**config.mk**
```make
export PLATFORM = sky130hd
export DESIGN_NAME = checksummed_frame_receiver
export DESIGN_NICKNAME = d
export VERILOG_FILES = /design/src/hdl/crx_pkg.sv /design/src/hdl/crx_state_mem.sv /design/src/hdl/crx_frame_logic.sv /design/src/hdl/checksummed_frame_receiver.sv
export SDC_FILE = /design/constraint.sdc
export NUM_CORES = 1
export LEC_CHECK = 0
export BUFFER_PORTS_ARGS = -buffer_cell sky130_fd_sc_hd__clkbuf_2
export CORE_ASPECT_RATIO = 1.5
export CORE_MARGIN = 3
export CORE_UTILIZATION = 50
export CTS_BUF_LIST = sky130_fd_sc_hd__clkbuf_4 sky130_fd_sc_hd__clkbuf_8 sky130_fd_sc_hd__clkbuf_16
export CTS_CLUSTER_SIZE = 25
export DETAILED_ROUTE_END_ITERATION = 8
export PLACE_DENSITY = 0.68
export SYNTH_ARGS = -nofsm -noshare
export SYNTH_HDL_FRONTEND = slang
export SYNTH_SLANG_ARGS = --single-unit
```
**constraint.sdc**
```tcl
create_clock -name clock -period 11.4 [get_ports clock]
set_clock_uncertainty 0.2 [all_clocks]
set_input_delay 1.71 -clock clock [delete_from_list [all_inputs] [get_ports clock]]
set_output_delay 1.71 -clock clock [all_outputs]
set_load 0.01 [all_outputs]
```
**src/hdl/crx_pkg.sv**
```systemverilog
`timescale 1ns / 1ps

package crx_pkg;

   localparam int CHANNELS = 4;
   localparam int CH_IDX_W = (CHANNELS > 1) ? $clog2(CHANNELS) : 1;

   localparam logic [7:0] START_BYTE = 8'hF0;
   localparam logic [7:0] END_BYTE   = 8'h0D;

   // header_count values
   localparam logic [3:0] HDR_IDLE      = 4'd0;
   localparam logic [3:0] HDR_KIND_IDX  = 4'd2;
   localparam logic [3:0] HDR_LENH_IDX  = 4'd13;
   localparam logic [3:0] HDR_LENL_IDX  = 4'd14;
   localparam logic [3:0] HDR_DONE      = 4'd15;

   // tail_count values
   localparam logic [1:0] TAIL_CSUM_HI = 2'd0;
   localparam logic [1:0] TAIL_CSUM_LO = 2'd1;

   // result status codes
   localparam logic [2:0] ST_IGNORED  = 3'd0;
   localparam logic [2:0] ST_HEADER   = 3'd1;
   localparam logic [2:0] ST_PAYLOAD  = 3'd2;
   localparam logic [2:0] ST_ACCEPTED = 3'd3;
   localparam logic [2:0] ST_REJECTED = 3'd4;
   localparam logic [2:0] ST_TOO_LONG = 3'd5;
   localparam logic [2:0] ST_ABORTED  = 3'd6;

   // input action codes
   localparam logic ACT_BYTE  = 1'b0;
   localparam logic ACT_ABORT = 1'b1;

   localparam int KIND_COUNT = 10;
   localparam logic [3:0] KIND_UNKNOWN   = 4'd9;
   localparam logic [3:0] KIND_HANDLED_LO = 4'd3;
   localparam logic [3:0] KIND_HANDLED_HI = 4'd5;
   localparam logic [15:0] MAX_LEN_RESET = 16'd1024;

   localparam logic [7:0] TYPE_CODES [KIND_COUNT] = '{
      8'h10, 8'h20, 8'h30, 8'h50, 8'h52, 8'h54, 8'h60, 8'h62, 8'h64, 8'hFE
   };

   typedef struct packed {
      logic [3:0]  header_count;
      logic [1:0]  tail_count;
      logic [15:0] running_sum;
      logic [3:0]  kind_reg;
      logic [7:0]  length_high;
      logic [15:0] length_total;
      logic [15:0] remaining;
      logic [7:0]  tail_sum_high;
      logic [7:0]  tail_sum_low;
   } chan_state_type;

   typedef struct packed {
      logic [2:0]  status;
      logic [3:0]  frame_kind;
      logic [7:0]  payload_byte;
      logic        first_payload;
      logic [15:0] frame_length;
   } result_type;

   function automatic logic [3:0] lookup_kind(input logic [7:0] code);
      logic [3:0] k;
      k = KIND_UNKNOWN;
      for (int i = 0; i < KIND_COUNT; i++) begin
         if (TYPE_CODES[i] == code) begin
            k = 4'(i);
         end
      end
      return k;
   endfunction

endpackage

```
**src/hdl/crx_state_mem.sv**
```systemverilog
`timescale 1ns / 1ps

// Per-channel state store with a registered read. Entries never written read as zero.
module crx_state_mem (
   input  logic                               clock,
   input  logic                               reset,
   input  logic                               rd_en,
   input  logic [crx_pkg::CH_IDX_W-1:0]       rd_addr,
   output crx_pkg::chan_state_type            rd_data,
   input  logic                               wr_en,
   input  logic [crx_pkg::CH_IDX_W-1:0]       wr_addr,
   input  crx_pkg::chan_state_type            wr_data
);

   crx_pkg::chan_state_type mem_ff [crx_pkg::CHANNELS];
   crx_pkg::chan_state_type rd_data_ff;
   logic [crx_pkg::CHANNELS-1:0] vld_ff;
   logic                         rd_vld_ff;

   always_ff @(posedge clock) begin
      if (wr_en) begin
         mem_ff[wr_addr] <= wr_data;
      end
      if (rd_en) begin
         rd_data_ff <= mem_ff[rd_addr];
      end
   end

   always_ff @(posedge clock) begin
      if (reset) begin
         vld_ff    <= '0;
         rd_vld_ff <= 1'b0;
      end else begin
         if (wr_en) begin
            vld_ff[wr_addr] <= 1'b1;
         end
         if (rd_en) begin
            rd_vld_ff <= vld_ff[rd_addr];
         end
      end
   end

   assign rd_data = rd_vld_ff ? rd_data_ff : '0;

endmodule

```
**src/hdl/crx_frame_logic.sv**
```systemverilog
`timescale 1ns / 1ps

// Deframer next-state and result for one beat of one channel.
module crx_frame_logic (
   input  logic                     action,
   input  logic [7:0]               rx_byte,
   input  logic [15:0]              max_len,
   input  crx_pkg::chan_state_type  cur,
   output crx_pkg::chan_state_type  nxt,
   output crx_pkg::result_type      res
);

   logic [15:0] new_len;
   logic [15:0] csum_total;
   logic        kind_ok;
   logic [2:0]  status;
   logic [7:0]  pay;
   logic        first;

   assign new_len    = {cur.length_high, rx_byte};
   assign csum_total = {cur.tail_sum_high, cur.tail_sum_low} + cur.running_sum;
   assign kind_ok    = (cur.kind_reg >= crx_pkg::KIND_HANDLED_LO) &&
                       (cur.kind_reg <= crx_pkg::KIND_HANDLED_HI);

   always_comb begin
      nxt    = cur;
      status = crx_pkg::ST_IGNORED;
      pay    = 8'd0;
      first  = 1'b0;
      if (action == crx_pkg::ACT_ABORT) begin
         if (cur.header_count != crx_pkg::HDR_IDLE) begin
            nxt.header_count = crx_pkg::HDR_IDLE;
            status           = crx_pkg::ST_ABORTED;
         end
      end else if (cur.header_count == crx_pkg::HDR_IDLE) begin
         if (rx_byte == crx_pkg::START_BYTE) begin
            nxt.header_count = 4'd1;
            nxt.tail_count   = '0;
            nxt.running_sum  = '0;
            nxt.kind_reg     = '0;
            nxt.length_total = '0;
            nxt.remaining    = '0;
            status           = crx_pkg::ST_HEADER;
         end
      end else if (cur.header_count != crx_pkg::HDR_DONE) begin
         nxt.header_count = cur.header_count + 4'd1;
         nxt.running_sum  = cur.running_sum + 16'(rx_byte);
         status           = crx_pkg::ST_HEADER;
         case (cur.header_count)
            crx_pkg::HDR_KIND_IDX: begin
               nxt.kind_reg = crx_pkg::lookup_kind(rx_byte);
            end
            crx_pkg::HDR_LENH_IDX: begin
               nxt.length_high = rx_byte;
            end
            crx_pkg::HDR_LENL_IDX: begin
               nxt.length_total = new_len;
               nxt.remaining    = new_len;
               if (new_len > max_len) begin
                  nxt.header_count = crx_pkg::HDR_IDLE;
                  status           = crx_pkg::ST_TOO_LONG;
               end
            end
            default: begin
            end
         endcase
      end else if (cur.remaining != 16'd0) begin
         nxt.running_sum = cur.running_sum + 16'(rx_byte);
         nxt.remaining   = cur.remaining - 16'd1;
         first           = (cur.remaining == cur.length_total);
         pay             = rx_byte;
         status          = crx_pkg::ST_PAYLOAD;
      end else begin
         case (cur.tail_count)
            crx_pkg::TAIL_CSUM_HI: begin
               nxt.tail_sum_high = rx_byte;
               nxt.tail_count    = 2'd1;
               status            = crx_pkg::ST_HEADER;
            end
            crx_pkg::TAIL_CSUM_LO: begin
               nxt.tail_sum_low = rx_byte;
               nxt.tail_count   = 2'd2;
               status           = crx_pkg::ST_HEADER;
            end
            default: begin
               // terminator position
               nxt.tail_count   = '0;
               nxt.header_count = crx_pkg::HDR_IDLE;
               status = (rx_byte == crx_pkg::END_BYTE && kind_ok && csum_total == 16'd0)
                        ? crx_pkg::ST_ACCEPTED : crx_pkg::ST_REJECTED;
            end
         endcase
      end
   end

   assign res.status        = status;
   assign res.frame_kind    = nxt.kind_reg;
   assign res.payload_byte  = pay;
   assign res.first_payload = first;
   assign res.frame_length  = nxt.length_total;

endmodule

```
**src/hdl/checksummed_frame_receiver.sv**
```systemverilog
`timescale 1ns / 1ps

// Channel   | Direction | Handshake          | Beat contents
// req_      | in        | req_valid/stall    | action, channel, rx_byte
// rsp_      | out       | rsp_valid/stall    | out_channel, status, kind, payload, first, length
// csr_      | in        | csr_wr_en          | max_data_length (16 bit)
//
// One beat per clock while rsp_stall is low; every request beat yields one response beat.
// The request accept edge launches the state memory read and loads the update stage; the
// deframer update is registered into the response register when the update stage advances.
// Reset clears control and the per-entry valid bits at once; no clearing pass.
// A stalled response holds the update stage, which in turn stalls the request side.
module checksummed_frame_receiver (
   input  logic        clock,
   input  logic        reset,

   input  logic        req_valid,
   output logic        req_stall,
   input  logic        req_action,
   input  logic [1:0]  req_channel,
   input  logic [7:0]  req_rx_byte,

   output logic        rsp_valid,
   input  logic        rsp_stall,
   output logic [1:0]  rsp_out_channel,
   output logic [2:0]  rsp_status,
   output logic [3:0]  rsp_frame_kind,
   output logic [7:0]  rsp_payload_byte,
   output logic        rsp_first_payload,
   output logic [15:0] rsp_frame_length,

   input  logic        csr_wr_en,
   input  logic [15:0] csr_wr_data
);

   localparam int CW = crx_pkg::CH_IDX_W;

   // config register
   logic [15:0] max_len_ff;

   // update stage (item whose state read is in flight / returned)
   logic        s1_vld_ff;
   logic        s1_vld_in;
   logic        s1_action_ff;
   logic [1:0]  s1_channel_ff;
   logic [7:0]  s1_byte_ff;

   // forwarding of a write that lands on the same edge as the read
   logic                    fwd_hit_ff;
   logic                    fwd_hit_in;
   crx_pkg::chan_state_type fwd_data_ff;

   // response register
   logic               rsp_vld_ff;
   logic               rsp_vld_in;
   logic [1:0]         rsp_channel_ff;
   crx_pkg::result_type rsp_res_ff;
   crx_pkg::result_type rsp_res_in;

   logic                    accept;
   logic                    s1_adv;
   logic                    ch_ok;
   logic [CW-1:0]           rd_addr;
   logic [CW-1:0]           wr_addr;
   logic                    wr_en;
   crx_pkg::chan_state_type mem_rd_data;
   crx_pkg::chan_state_type cur_state;
   crx_pkg::chan_state_type nxt_state;
   crx_pkg::result_type     calc_res;

   // ---------------------------------------------------------------- handshake
   // Update stage moves on when the response register is empty or draining.
   assign s1_adv    = s1_vld_ff && (!rsp_vld_ff || !rsp_stall);
   assign req_stall = s1_vld_ff && !s1_adv;
   assign accept    = req_valid && !req_stall;
   assign s1_vld_in = accept || (s1_vld_ff && !s1_adv);
   assign rsp_vld_in = s1_adv || (rsp_vld_ff && rsp_stall);

   // ---------------------------------------------------------------- state memory
   assign rd_addr = CW'(req_channel);
   assign wr_addr = CW'(s1_channel_ff);
   assign ch_ok   = 32'(s1_channel_ff) < crx_pkg::CHANNELS;
   assign wr_en   = s1_adv && ch_ok;

   crx_state_mem u_mem (
      .clock   (clock),
      .reset   (reset),
      .rd_en   (accept),
      .rd_addr (rd_addr),
      .rd_data (mem_rd_data),
      .wr_en   (wr_en),
      .wr_addr (wr_addr),
      .wr_data (nxt_state)
   );

   // Read-before-write memory: a back-to-back beat on the same channel sees
   // stale data, so the write issued alongside its read is captured here.
   assign fwd_hit_in = wr_en && (wr_addr == rd_addr);
   assign cur_state  = fwd_hit_ff ? fwd_data_ff : mem_rd_data;

   // ---------------------------------------------------------------- deframer
   crx_frame_logic u_logic (
      .action  (s1_action_ff),
      .rx_byte (s1_byte_ff),
      .max_len (max_len_ff),
      .cur     (cur_state),
      .nxt     (nxt_state),
      .res     (calc_res)
   );

   // out-of-range channel: ignored, fields cleared
   always_comb begin
      rsp_res_in = calc_res;
      if (!ch_ok) begin
         rsp_res_in = '0;
         rsp_res_in.status = crx_pkg::ST_IGNORED;
      end
   end

   // ---------------------------------------------------------------- registers
   always_ff @(posedge clock) begin
      if (reset) begin
         max_len_ff <= crx_pkg::MAX_LEN_RESET;
         s1_vld_ff  <= 1'b0;
         fwd_hit_ff <= 1'b0;
         rsp_vld_ff <= 1'b0;
      end else begin
         if (csr_wr_en) begin
            max_len_ff <= csr_wr_data;
         end
         s1_vld_ff  <= s1_vld_in;
         rsp_vld_ff <= rsp_vld_in;
         if (accept) begin
            fwd_hit_ff <= fwd_hit_in;
         end
      end
   end

   always_ff @(posedge clock) begin
      if (accept) begin
         s1_action_ff  <= req_action;
         s1_channel_ff <= req_channel;
         s1_byte_ff    <= req_rx_byte;
         fwd_data_ff   <= nxt_state;
      end
      if (s1_adv) begin
         rsp_channel_ff <= s1_channel_ff;
         rsp_res_ff     <= rsp_res_in;
      end
   end

   // ---------------------------------------------------------------- outputs
   assign rsp_valid         = rsp_vld_ff;
   assign rsp_out_channel   = rsp_channel_ff;
   assign rsp_status        = rsp_res_ff.status;
   assign rsp_frame_kind    = rsp_res_ff.frame_kind;
   assign rsp_payload_byte  = rsp_res_ff.payload_byte;
   assign rsp_first_payload = rsp_res_ff.first_payload;
   assign rsp_frame_length  = rsp_res_ff.frame_length;

endmodule

```
==> summary.md, run 1 <==
| Metric | Value |
|---|---|
| Drt total wl | 57.2 mm |
| Row count | 97 |
| DRT iter0 DRCs | 1218 |
| Arrival @ worst endpoint | 6.60 ns |
| Routability Congestion | 0.898 |
| H-tree depth | 2 |
| Largest net degree at the start of global routing | 76 |
| CTS-repair resized insts | 0 |
| Global Route Usage Sum | 0.228 |
| Worst rel slew slack | 0.259 |
| Crit-path slowest cell | and2_1 |
| Worst Setup End Kind | flop |
| Setup_tns | 0 ns |
| Unique cell type count in the Yosys netlist | 64 |
| Via density | 6.24 |
| Final core utilization | 0.567 |
| Vias in the first global route | 13900 |
| Outcome | finished, final reports clean |
| Clock-pin transition on the worst setup and hold timing paths | 0.06 ns |
| Die Ht | 274 µm |
| Worst-Skew Late Latency | 0.58 ns |
| CTS tree | done |
| CTS Buf Count | 51 |
| Synth Cell Area | 23900 µm² |
| # IOs | 68 |
| Crit-path cells | nor2b_4 > buf_4 > a22oi_1 > inv_1 > ha_1 > and2_1 > nand2_1 > or3_4 > a221oi_4 > mux2_2 |
| Cells after synthesis | 1492 |
| Core area | 47000 µm² |
| Static leakage | 9.31 nW |
| Sw Ratio | 0.214 |
| Share of layout cells above drive strength 1 | 0.182 |
| Cts hold-fix bufs | 0 |
| Sequential Power Share | 0.546 |
| First-pass GRT wire length | 86.2 mm |
| Yosys warns | 0 |
| Hold Crit Depth | 1 |
| Synthesis-stage register bit count | 561 |
| Clk sink count | 561 |
| Pre-antenna DRT Iters | 6 |
| DP Wirelength | 36.6 mm |
| Initial core utilization | 0.509 |
| Cell Int Power | 3.40 mW |
| Setup Buffers After CTS | 0 |
| Pwr Density | 162 nW/µm² |
| Register area share after synthesis | 0.695 |
| Fin cells | 2196 |
| Fmax | 154 MHz |
| Setup violators final | 0 |
| Worst R2R Start | u_mem.rd_vld_ff |
| Crit start category | flop |
| Vias | 13700 |
| Final hold violation count | 0 |
| Max incr delay on CP | 0.84 ns |
| Setup Crit Path Kind | reg -> reg |
| Asr flop ratio synth | 0 |
| Critical Path Start | u_mem.rd_vld_ff |
| Clock root buffer | clkbuf_16 |
| Syn avg cell area | 16.0 µm² |
| Max Fanout on Critical Path | 65 |
| Dpl cells | 2103 |
| Post-route antenna net violation count | 0 |
| Width of the die | 185 µm |
| Req. time, crit path | 11.51 ns |
| Die ar. | 50500 µm² |
| Combinational Power Share | 0.054 |
| Worst Hold Class | reg -> reg |
| Area Growth Syn to Fin | 11.4% |
| Most frequent cells in the layout | edfxtp_1, mux4_2, nor2_1 |
| I/O Buffers | 67 |
| Avg WL per Cell | 26.0 µm |
| Nets | 1640 |
| Max-cap check violation count | 0 |
| Final min period | 6.49 ns |
| Initial antenna violation count | 1 |
| Filler cells | 3580 |
| # diodes | 0 |
| Commonest non-fill, non-tap cell in the layout | edfxtp_1 |
| Synth Net Count | 1570 |
| Tightest Pin Transition | 1.10 ns |
| Worst r2r path cells | 10 |
| Peak supply drop | 0.141 mV |
| Synth Flop Type | edfxtp_1 |
| Count of pins over their slew limit | 0 |
| P_sw | 0.923 mW |
| Grt total ovfl | 0 |
| Post-synth EDFFs | 537 |
| Clock share of power | 0.401 |
| Worst hold path startpoint | u_mem.vld_ff[2] |
| DRC Markers | 0 |
| Period utilisation layout | 0.569 |
| RSZ-0062 raised after global routing | no |
| CTS Buffer Depth | 3 |
## stage by stage
| stage | power, mW | worst slack [ns] | cell area [µm²] | hold slack (ns) |
|---|---|---|---|---|
| 2_1_floorplan | 2.55 | 3.14 | 23900 | 0.235 |
| 4_1_cts | 4.36 | 4.97 | 26600 | 0.272 |
| 3_5_place_dp | 2.64 | 4.99 | 24900 | 0.258 |
| 5_1_grt | 4.45 | 4.47 | 26600 | 0.296 |
| 3_3_place_gp | 2.63 | 5.23 | 24900 | 0.244 |
| 6_report | 4.32 | 4.91 | 26600 | 0.266 |
## registers in the layout, indices dropped and copies added, names as in the netlist
register,count
max_len_ff,16
rsp_frame_length,16
s1_channel_ff,2
rsp_payload_byte,8
rsp_out_channel,2
s1_action_ff,1
u_mem.vld_ff,4
rsp_frame_kind,4
rsp_status,3
s1_vld_ff,1
fwd_hit_ff,1
fwd_data_ff,82
u_mem.rd_vld_ff,1
u_mem.mem_ff,328
rsp_valid,1
rsp_first_payload,1
s1_byte_ff,8
u_mem.rd_data_ff,82
## layer usage
| metal | vias up | track usage | part of all wire |
|---|---|---|---|
| met2 | 443 | 0.416 | 0.54 |
| met4 | 0 | 0.0822 | 0.036 |
| li1 | 6092 | - | - |
| met1 | 7032 | 0.278 | 0.38 |
| met3 | 129 | 0.0279 | 0.048 |
| met5 | - | 0 | 0 |
## critical path, delay by kind of cell (launching register included)
family | cells | cell delay [ns]
adders and majority gates | 1 | 0.31
and+or+nand+nor | 4 | 2.59
AOI/OAI and AO/OA | 2 | 0.92
muxes | 1 | 0.46
DFF | 1 | 0.77
buffers and inverters | 2 | 0.94
## power by group through the flow
stage                     Sequential [mW]  Combinational, mW  Clock (mW)
final                                2.36              0.232        1.73
after global routing                 2.36              0.254        1.84
after CTS                            2.36              0.235        1.76
after detailed placement             2.40              0.234           0
after global placement               2.40              0.230           0
after floorplan                      2.39              0.157           0
## final cells by class
| cell class | instances | area, µm² | share of cell area |
|---|---|---|---|
| Tap cell | 594 | 743 | 0.0279 |
| Clock inverter | 34 | 358 | 0.0134 |
| Inverter | 49 | 189 | 0.00709 |
| Timing Repair Buffer | 89 | 509 | 0.0191 |
| Sequential cell | 561 | 16600 | 0.624 |
| Multi-Input combinational cell | 810 | 6870 | 0.258 |
| Clock buffer | 59 | 1350 | 0.0507 |
## path summary, 6_finish.rpt
| check | slack [ns] | to |
|---|---|---|
| hold / removal | 0.27 | u_mem.vld_ff[2] |
| setup reg to reg | 4.91 | u_mem.mem_ff[2][9] |
| setup / recovery | 4.91 | u_mem.mem_ff[2][9] |
| hold reg to reg | 0.27 | u_mem.vld_ff[2] |
## cell families after synthesis
kind of cell    Yosys count  share of synthesized area
flops                   561                      0.695
xor+xnor                 58                     0.0212
fa+ha+maj                46                     0.0247
simple gates            257                     0.0535
compound gates          328                     0.0916
mux                     121                     0.0949
buf+inv                 121                     0.0195
## cell usage after synthesis, types with 10 or more instances
cell        n  share of area
a211oi_1   11         0.0035
a21o_1     10         0.0031
a21oi_1    65          0.014
a22o_1     27         0.0099
a22oi_1    62          0.019
a31oi_1    12         0.0031
and2_1     10         0.0026
buf_1      19         0.0030
clkbuf_1   49         0.0077
dfxtp_1    24          0.020
edfxtp_1  537           0.67
ha_1       44          0.023
inv_1      49         0.0077
mux2_2     15         0.0071
mux2i_1    23         0.0096
mux4_2     83          0.078
nand2_1    54         0.0085
nand2b_1   10         0.0026
nand3_1    17         0.0036
nor2_1     80          0.013
nor3_1     24         0.0050
nor4_1     12         0.0031
o21ai_0    67          0.014
o22ai_1    19         0.0050
or3_1      10         0.0026
xnor2_1    17         0.0062
xor2_1     41          0.015
Note: power is estimated with default switching activity, not from simulation.
==> inputs of run 2 (changes only) <==
- PLACE_DENSITY: 0.68 -> 0.71
- clock period: 11.4 -> 5.7 ns (I/O delays scaled with it)
==> summary.md, run 2 (same netlist as run 1, synthesis figures left out) <==
| Metric | Value |
|---|---|
| Clock-pin transition on the worst setup and hold timing paths | 0.07 ns |
| GR peak layer | met2 |
| Setup violators final | 0 |
| Width of the die | 185 µm |
| Initial antenna violation count | 0 |
| I/O Buffers | 67 |
| Count of pins over their slew limit | 0 |
| Top reg by flops | u_mem.mem_ff |
| Clock share of power | 0.402 |
| Pre-antenna DRT Iters | 7 |
| Biggest regs | u_mem.mem_ff: 328 flops, fwd_data_ff: 82 flops, u_mem.rd_data_ff: 82 flops |
| CTS Buf Count | 51 |
| GRT met3 Usage | 0.0303 |
| Worst R2R Start | u_mem.rd_vld_ff |
| Worst rel slew slack | 0.211 |
| Worst hold path startpoint | req_rx_byte[0] |
| DRC Markers | 0 |
| CTS-repair resized insts | 0 |
| Placed inst area | 25000 µm² |
| Commonest non-fill, non-tap cell in the layout | edfxtp_1 |
| Cell Int Power | 6.81 mW |
| CTS tree | done |
| Drt total wl | 55.9 mm |
| Critical Path Start | u_mem.rd_vld_ff |
| Dpl cells | 2110 |
| Avg WL per Cell | 25.4 µm |
| Final core utilization | 0.569 |
| # IOs | 68 |
| Worst slack, placed | 0.991 ns |
| H-tree depth | 2 |
| Cts hold-fix bufs | 0 |
| DP Wirelength | 35.6 mm |
| Setup_tns | 0 ns |
| Share of layout cells above drive strength 1 | 0.187 |
| CTS Buffer Depth | 3 |
| Setup Crit Path Kind | reg -> reg |
| Clock root buffer | clkbuf_16 |
| Outcome | finished, final reports clean |
| Overall Power | 8.67 mW |
| Static leakage | 9.37 nW |
| Grt total ovfl | 0 |
| Most frequent cells in the layout | edfxtp_1, mux4_2, nor2_1 |
| Die ar. | 50500 µm² |
| Combinational Power Share | 0.054 |
| Die Ht | 274 µm |
| Req. time, crit path | 5.83 ns |
| Crit start category | flop |
| Max Fanout on Critical Path | 26 |
| Filler cells | 3524 |
| Hold_ws | 0.255 ns |
| Vias in the first global route | 14000 |
| Worst-Skew Late Latency | 0.59 ns |
| Final hold violation count | 0 |
| Layout Cell Area excl Fill | 26700 µm² |
| Largest net degree at the start of global routing | 84 |
| # diodes | 0 |
| Routability Congestion | 0.970 |
| Setup WS post-layout | 0.917 ns |
| Period utilisation layout | 0.839 |
| Sequential Power Share | 0.543 |
| Via density | 6.28 |
| RSZ-0062 raised after global routing | no |
| Max-cap check violation count | 0 |
| Worst Setup End Kind | flop |
| Sw Ratio | 0.214 |
| Core area | 47000 µm² |
| Fin cells | 2203 |
| Flip-flop count of the largest register after layout | 328 |
| Met1 Usage GRT | 0.273 |
| Post-route antenna net violation count | 0 |
| First-pass GRT wire length | 85.0 mm |
| Arrival @ worst endpoint | 4.91 ns |
| Vias | 13800 |
| DRT iter0 DRCs | 1259 |
| Tightest Pin Transition | 1.17 ns |
| Nets | 1647 |
| P_sw | 1.86 mW |
| Row count | 97 |
| Final min period | 4.78 ns |
| Pwr Density | 325 nW/µm² |
| Area Growth Syn to Fin | 11.8% |
| Peak supply drop | 0.301 mV |
| Setup Buffers After CTS | 0 |
| Clk sink count | 561 |
| Global Route Usage Sum | 0.223 |
| Fmax | 209 MHz |
| M2 GR Usage | 0.395 |
| Worst Hold Class | in -> reg |
| Initial core utilization | 0.509 |
run 2: cell types whose count changed in the layout (fill, tap and decap cells not counted), moves of 3 or more:
cell	delta
buf_4	+5
clkinv_2	+4
clkbuf_4	+3
clkinv_1	-3
run 2: area by class of cell:
type | count | area (µm²) | share of cell area
sequential | 561 | 16600 | 0.622
multi-input combinational | 810 | 6880 | 0.257
clock buffer | 61 | 1370 | 0.0512
tap | 594 | 743 | 0.0278
timing repair buffer | 96 | 587 | 0.0220
clock inverter | 32 | 344 | 0.0129
inverter | 49 | 189 | 0.00707
run 2: worst paths after layout:
check / endpoint / slack (ns) / depth (start not counted)
max: rsp_status[2] / 0.92 / 12
min: s1_byte_ff[0] / 0.26 / 1
max reg2reg: rsp_status[2] / 0.92 / 12
min reg2reg: u_mem.vld_ff[3] / 0.28 / 2
run 2: per-layer routing:
layer  routed length [µm]  vias up
met5                    0        -
met4                 2550        0
met3                 3340      159
met2                29500      554
met1                20600     7029
li1                     -     6102
run 2: critical path, stage by stage (launching register included):
cell and delay (ns):
dfxtp_1 0.33, nor2b_4 0.66, buf_4 0.39, a22o_1 0.28, ha_1 0.34, a21oi_1 0.38
a21o_1 0.17, o21ai_0 0.06, or4_1 0.40, or4_1 0.43, a2111oi_2 0.22, o2111ai_1 0.26
o311a_1 0.40
run 2: power groups by stage:
stage / Combinational, mW / Sequential (mW) / Clock, mW
3_5_place_dp: 0.470 / 4.80 / 0
3_3_place_gp: 0.458 / 4.79 / 0
5_1_grt: 0.509 / 4.72 / 3.70
2_1_floorplan: 0.314 / 4.79 / 0
4_1_cts: 0.472 / 4.71 / 3.55
6_report: 0.470 / 4.71 / 3.49
==> inputs of run 3 (changes only) <==
- ABC_AREA: unset -> 1
- PLACE_DENSITY: 0.71 -> 0.68
- clock period: 5.7 -> 5 ns (I/O delays scaled with it)
==> summary.md, run 3 <==
| Metric | Value |
|---|---|
| Outcome | finished, final reports clean |
| Pre-antenna DRT Iters | 6 |
| CP endpoint | rsp_status[2] |
| Post-synth EDFFs | 537 |
| Tightest Pin Transition | 1.13 ns |
| I/O Buffers | 67 |
| CTS Buf Count | 52 |
| Worst Hold Class | in -> reg |
| Setup WS post-layout | 0.794 ns |
| Commonest non-fill, non-tap cell in the layout | edfxtp_1 |
| Drt total wl | 65.1 mm |
| Top reg by flops | u_mem.mem_ff |
| Initial core utilization | 0.507 |
| Sw Ratio | 0.239 |
| Peak supply drop | 0.329 mV |
| # diodes | 0 |
| Vias | 17100 |
| Reg2reg end | rsp_status[2] |
| Max-cap check violation count | 0 |
| Unique cell type count in the Yosys netlist | 56 |
| Sequential Power Share | 0.530 |
| Die ar. | 52200 µm² |
| Count leader, synth | edfxtp_1 |
| Die Ht | 278 µm |
| Final hold violation count | 0 |
| Syn avg cell area | 11.5 µm² |
| Post-synthesis mux area share | 0.000405 |
| Yosys top cell area share | 0.652 |
| Worst R2R Start | fwd_hit_ff |
| R2R setup slack | 0.79 ns |
| Share of layout cells above drive strength 1 | 0.123 |
| Avg WL per Cell | 22.3 µm |
| Initial antenna violation count | 0 |
| Crit start category | flop |
| Dominant cells by area after synthesis | edfxtp_1, o21ai_0, nand2_1 |
| Most frequent cells in the layout | edfxtp_1, nand2_1, nor2_1 |
| Max Fanout on Critical Path | 30 |
| Worst r2r path cells | 21 |
| Combinational family with the most area after synthesis | simple AND/OR/NAND/NOR gates |
| Count of pins over their slew limit | 0 |
| P_sw | 2.47 mW |
| Fin cells | 2922 |
| Dpl cells | 2827 |
| CTS Buffer Depth | 3 |
| Pwr Density | 375 nW/µm² |
| Biggest regs | u_mem.mem_ff: 328 flops, fwd_data_ff: 82 flops, u_mem.rd_data_ff: 82 flops |
| Flip-flop count of the largest register after layout | 328 |
| Clock share of power | 0.379 |
| DRC Markers | 0 |
| Synth Flop Type | edfxtp_1 |
| Post-route antenna net violation count | 0 |
| Most instantiated cells after synthesis | edfxtp_1, nand2_1, nor2_1, o21ai_0, inv_1 |
| Core area | 48800 µm² |
| Asr flop ratio synth | 0 |
| # IOs | 68 |
| CTS-repair resized insts | 0 |
| Combinational Power Share | 0.090 |
| Row count | 99 |
| Cells after synthesis | 2158 |
| Routability Congestion | 0.956 |
| Adder-Cell Fraction of Synth Area | 0.0239 |
| Worst Setup End Kind | flop |
| Hold_ws | 0.132 ns |
| Arrival @ worst endpoint | 4.36 ns |
| Setup Crit Path Kind | reg -> reg |
| Static leakage | 10.2 nW |
| Via density | 5.85 |
| Area Growth Syn to Fin | 11.4% |
| RSZ-0062 raised after global routing | no |
| Clock root buffer | clkbuf_16 |
| Nets | 2303 |
| Fmax | 238 MHz |
| Overall Power | 10.3 mW |
| DP Wirelength | 42.7 mm |
| Clock-pin transition on the worst setup and hold timing paths | 0.06 ns |
| Vias in the first global route | 17200 |
| Global Route Usage Sum | 0.246 |
| Setup violators final | 0 |
| Critical Path Start | fwd_hit_ff |
| Worst slack, placed | 0.819 ns |
| Grt total ovfl | 0 |
| Worst-Skew Late Latency | 0.60 ns |
| Cts hold-fix bufs | 0 |
| Period utilisation layout | 0.841 |
| DRT iter0 DRCs | 1481 |
| Largest net degree at the start of global routing | 169 |
| Register area share after synthesis | 0.671 |
| Synth Cell Area | 24700 µm² |
| Cell taking the most area after synthesis | edfxtp_1 |
| Synthesis-stage register bit count | 561 |
| Post-Synth Simple-Gate Area | 0.126 |
| H-tree depth | 2 |
| Cell Int Power | 7.86 mW |
| Final min period | 4.21 ns |
| Setup_tns | 0 ns |
| Synth Area in Compound Gates | 0.124 |
| Yosys warns | 0 |
| Width of the die | 188 µm |
| Setup Buffers After CTS | 0 |
| Post-Synth XOR/XNOR Area | 0.0113 |
| Synth Net Count | 2236 |
| Worst rel slew slack | 0.244 |
| Clk sink count | 561 |
| Req. time, crit path | 5.15 ns |
| First-pass GRT wire length | 99.1 mm |
| CTS tree | done |
[run 3: cell types whose count changed after synthesis, sizes merged, moves of 11 or more]
| cell | before | now |
|---|---|---|
| mux4 | 83 | 0 |
| inv | 49 | 150 |
| clkbuf | 49 | 67 |
| o21ai | 69 | 274 |
| o22ai | 19 | 111 |
| nand3 | 18 | 59 |
| xor2 | 41 | 24 |
| nor2 | 81 | 275 |
| or3 | 11 | 0 |
| mux2i | 23 | 1 |
| a22oi | 62 | 34 |
| nand2 | 54 | 358 |
| mux2 | 15 | 0 |
| a211oi | 11 | 0 |
[run 3: power by group through the flow]
stage	clock network (mW)	logic [mW]	registers, mW
2_1_floorplan	0	0.596	5.56
3_3_place_gp	0	0.905	5.57
3_5_place_dp	0	0.929	5.57
4_1_cts	3.99	0.933	5.48
5_1_grt	4.16	1.03	5.49
6_report	3.92	0.933	5.48
[run 3: how the worst min path moves through the flow]
| stage | startpoint | endpoint | slack (ns) | depth (start not counted) |
|---|---|---|---|---|
| finish | req_rx_byte[4] | s1_byte_ff[4] | 0.13 | 1 |
| global route | req_rx_byte[6] | s1_byte_ff[6] | 0.12 | 1 |
| CTS | req_rx_byte[4] | s1_byte_ff[4] | 0.11 | 1 |
| detailed placement | u_mem.vld_ff[3] | u_mem.vld_ff[3] | 0.26 | 2 |
| global placement | u_mem.vld_ff[3] | u_mem.vld_ff[3] | 0.25 | 2 |
| floorplan | u_mem.vld_ff[1] | u_mem.vld_ff[1] | 0.23 | 2 |
[run 3: cell families (layout without fill, tap and decap cells)]
logic type	count (synthesis)	in the layout
mux	1	1
xor+xnor	31	31
fa+ha+maj	46	46
compound gates	531	531
flops	561	561
simple gates	737	737
buf+inv	251	359
[run 3: layer usage]
metal	vias to the layer above	GRT usage	wire length, µm	share of wire
met2	594	0.451	34400	0.53
met5	-	0	0	0
met3	196	0.0313	3340	0.051
met1	8414	0.279	23700	0.36
met4	0	0.126	3680	0.056
li1	7882	-	-	-
[run 3: per-stage QoR]
step | utilization | instance area [µm²]
after floorplan | - | 24800
after global placement | 0.530 | 25900
after detailed placement | 0.530 | 25900
after CTS | 0.564 | 27500
after global routing | 0.564 | 27500
final | 0.564 | 27500
[run 3: final cells by class]
type                       count  area [µm²]
fill                        4090       21300
clock inverter                31         297
clock buffer                  64        1390
sequential                   561       16600
inverter                     151         576
tap                          656         821
multi-input combinational   1346        7110
timing repair buffer         113         733
[run 3: worst max-delay path, stage by stage, from the launching register on]
cell and delay (ns):
dfxtp_4 0.46, nor2_4 0.62, buf_4 0.36, a22o_1 0.19, ha_1 0.17, inv_1 0.06
fa_1 0.54, nand2_1 0.05, nor2_1 0.11, nand2_1 0.07, nor2_1 0.08, nand3_1 0.07
nor2_1 0.14, nand3_1 0.09, nor2_1 0.13, nand2_1 0.07, nor2_1 0.09, nand3_1 0.10
nor2_2 0.14, nand4_1 0.09, nand2_1 0.07, nand2_1 0.04
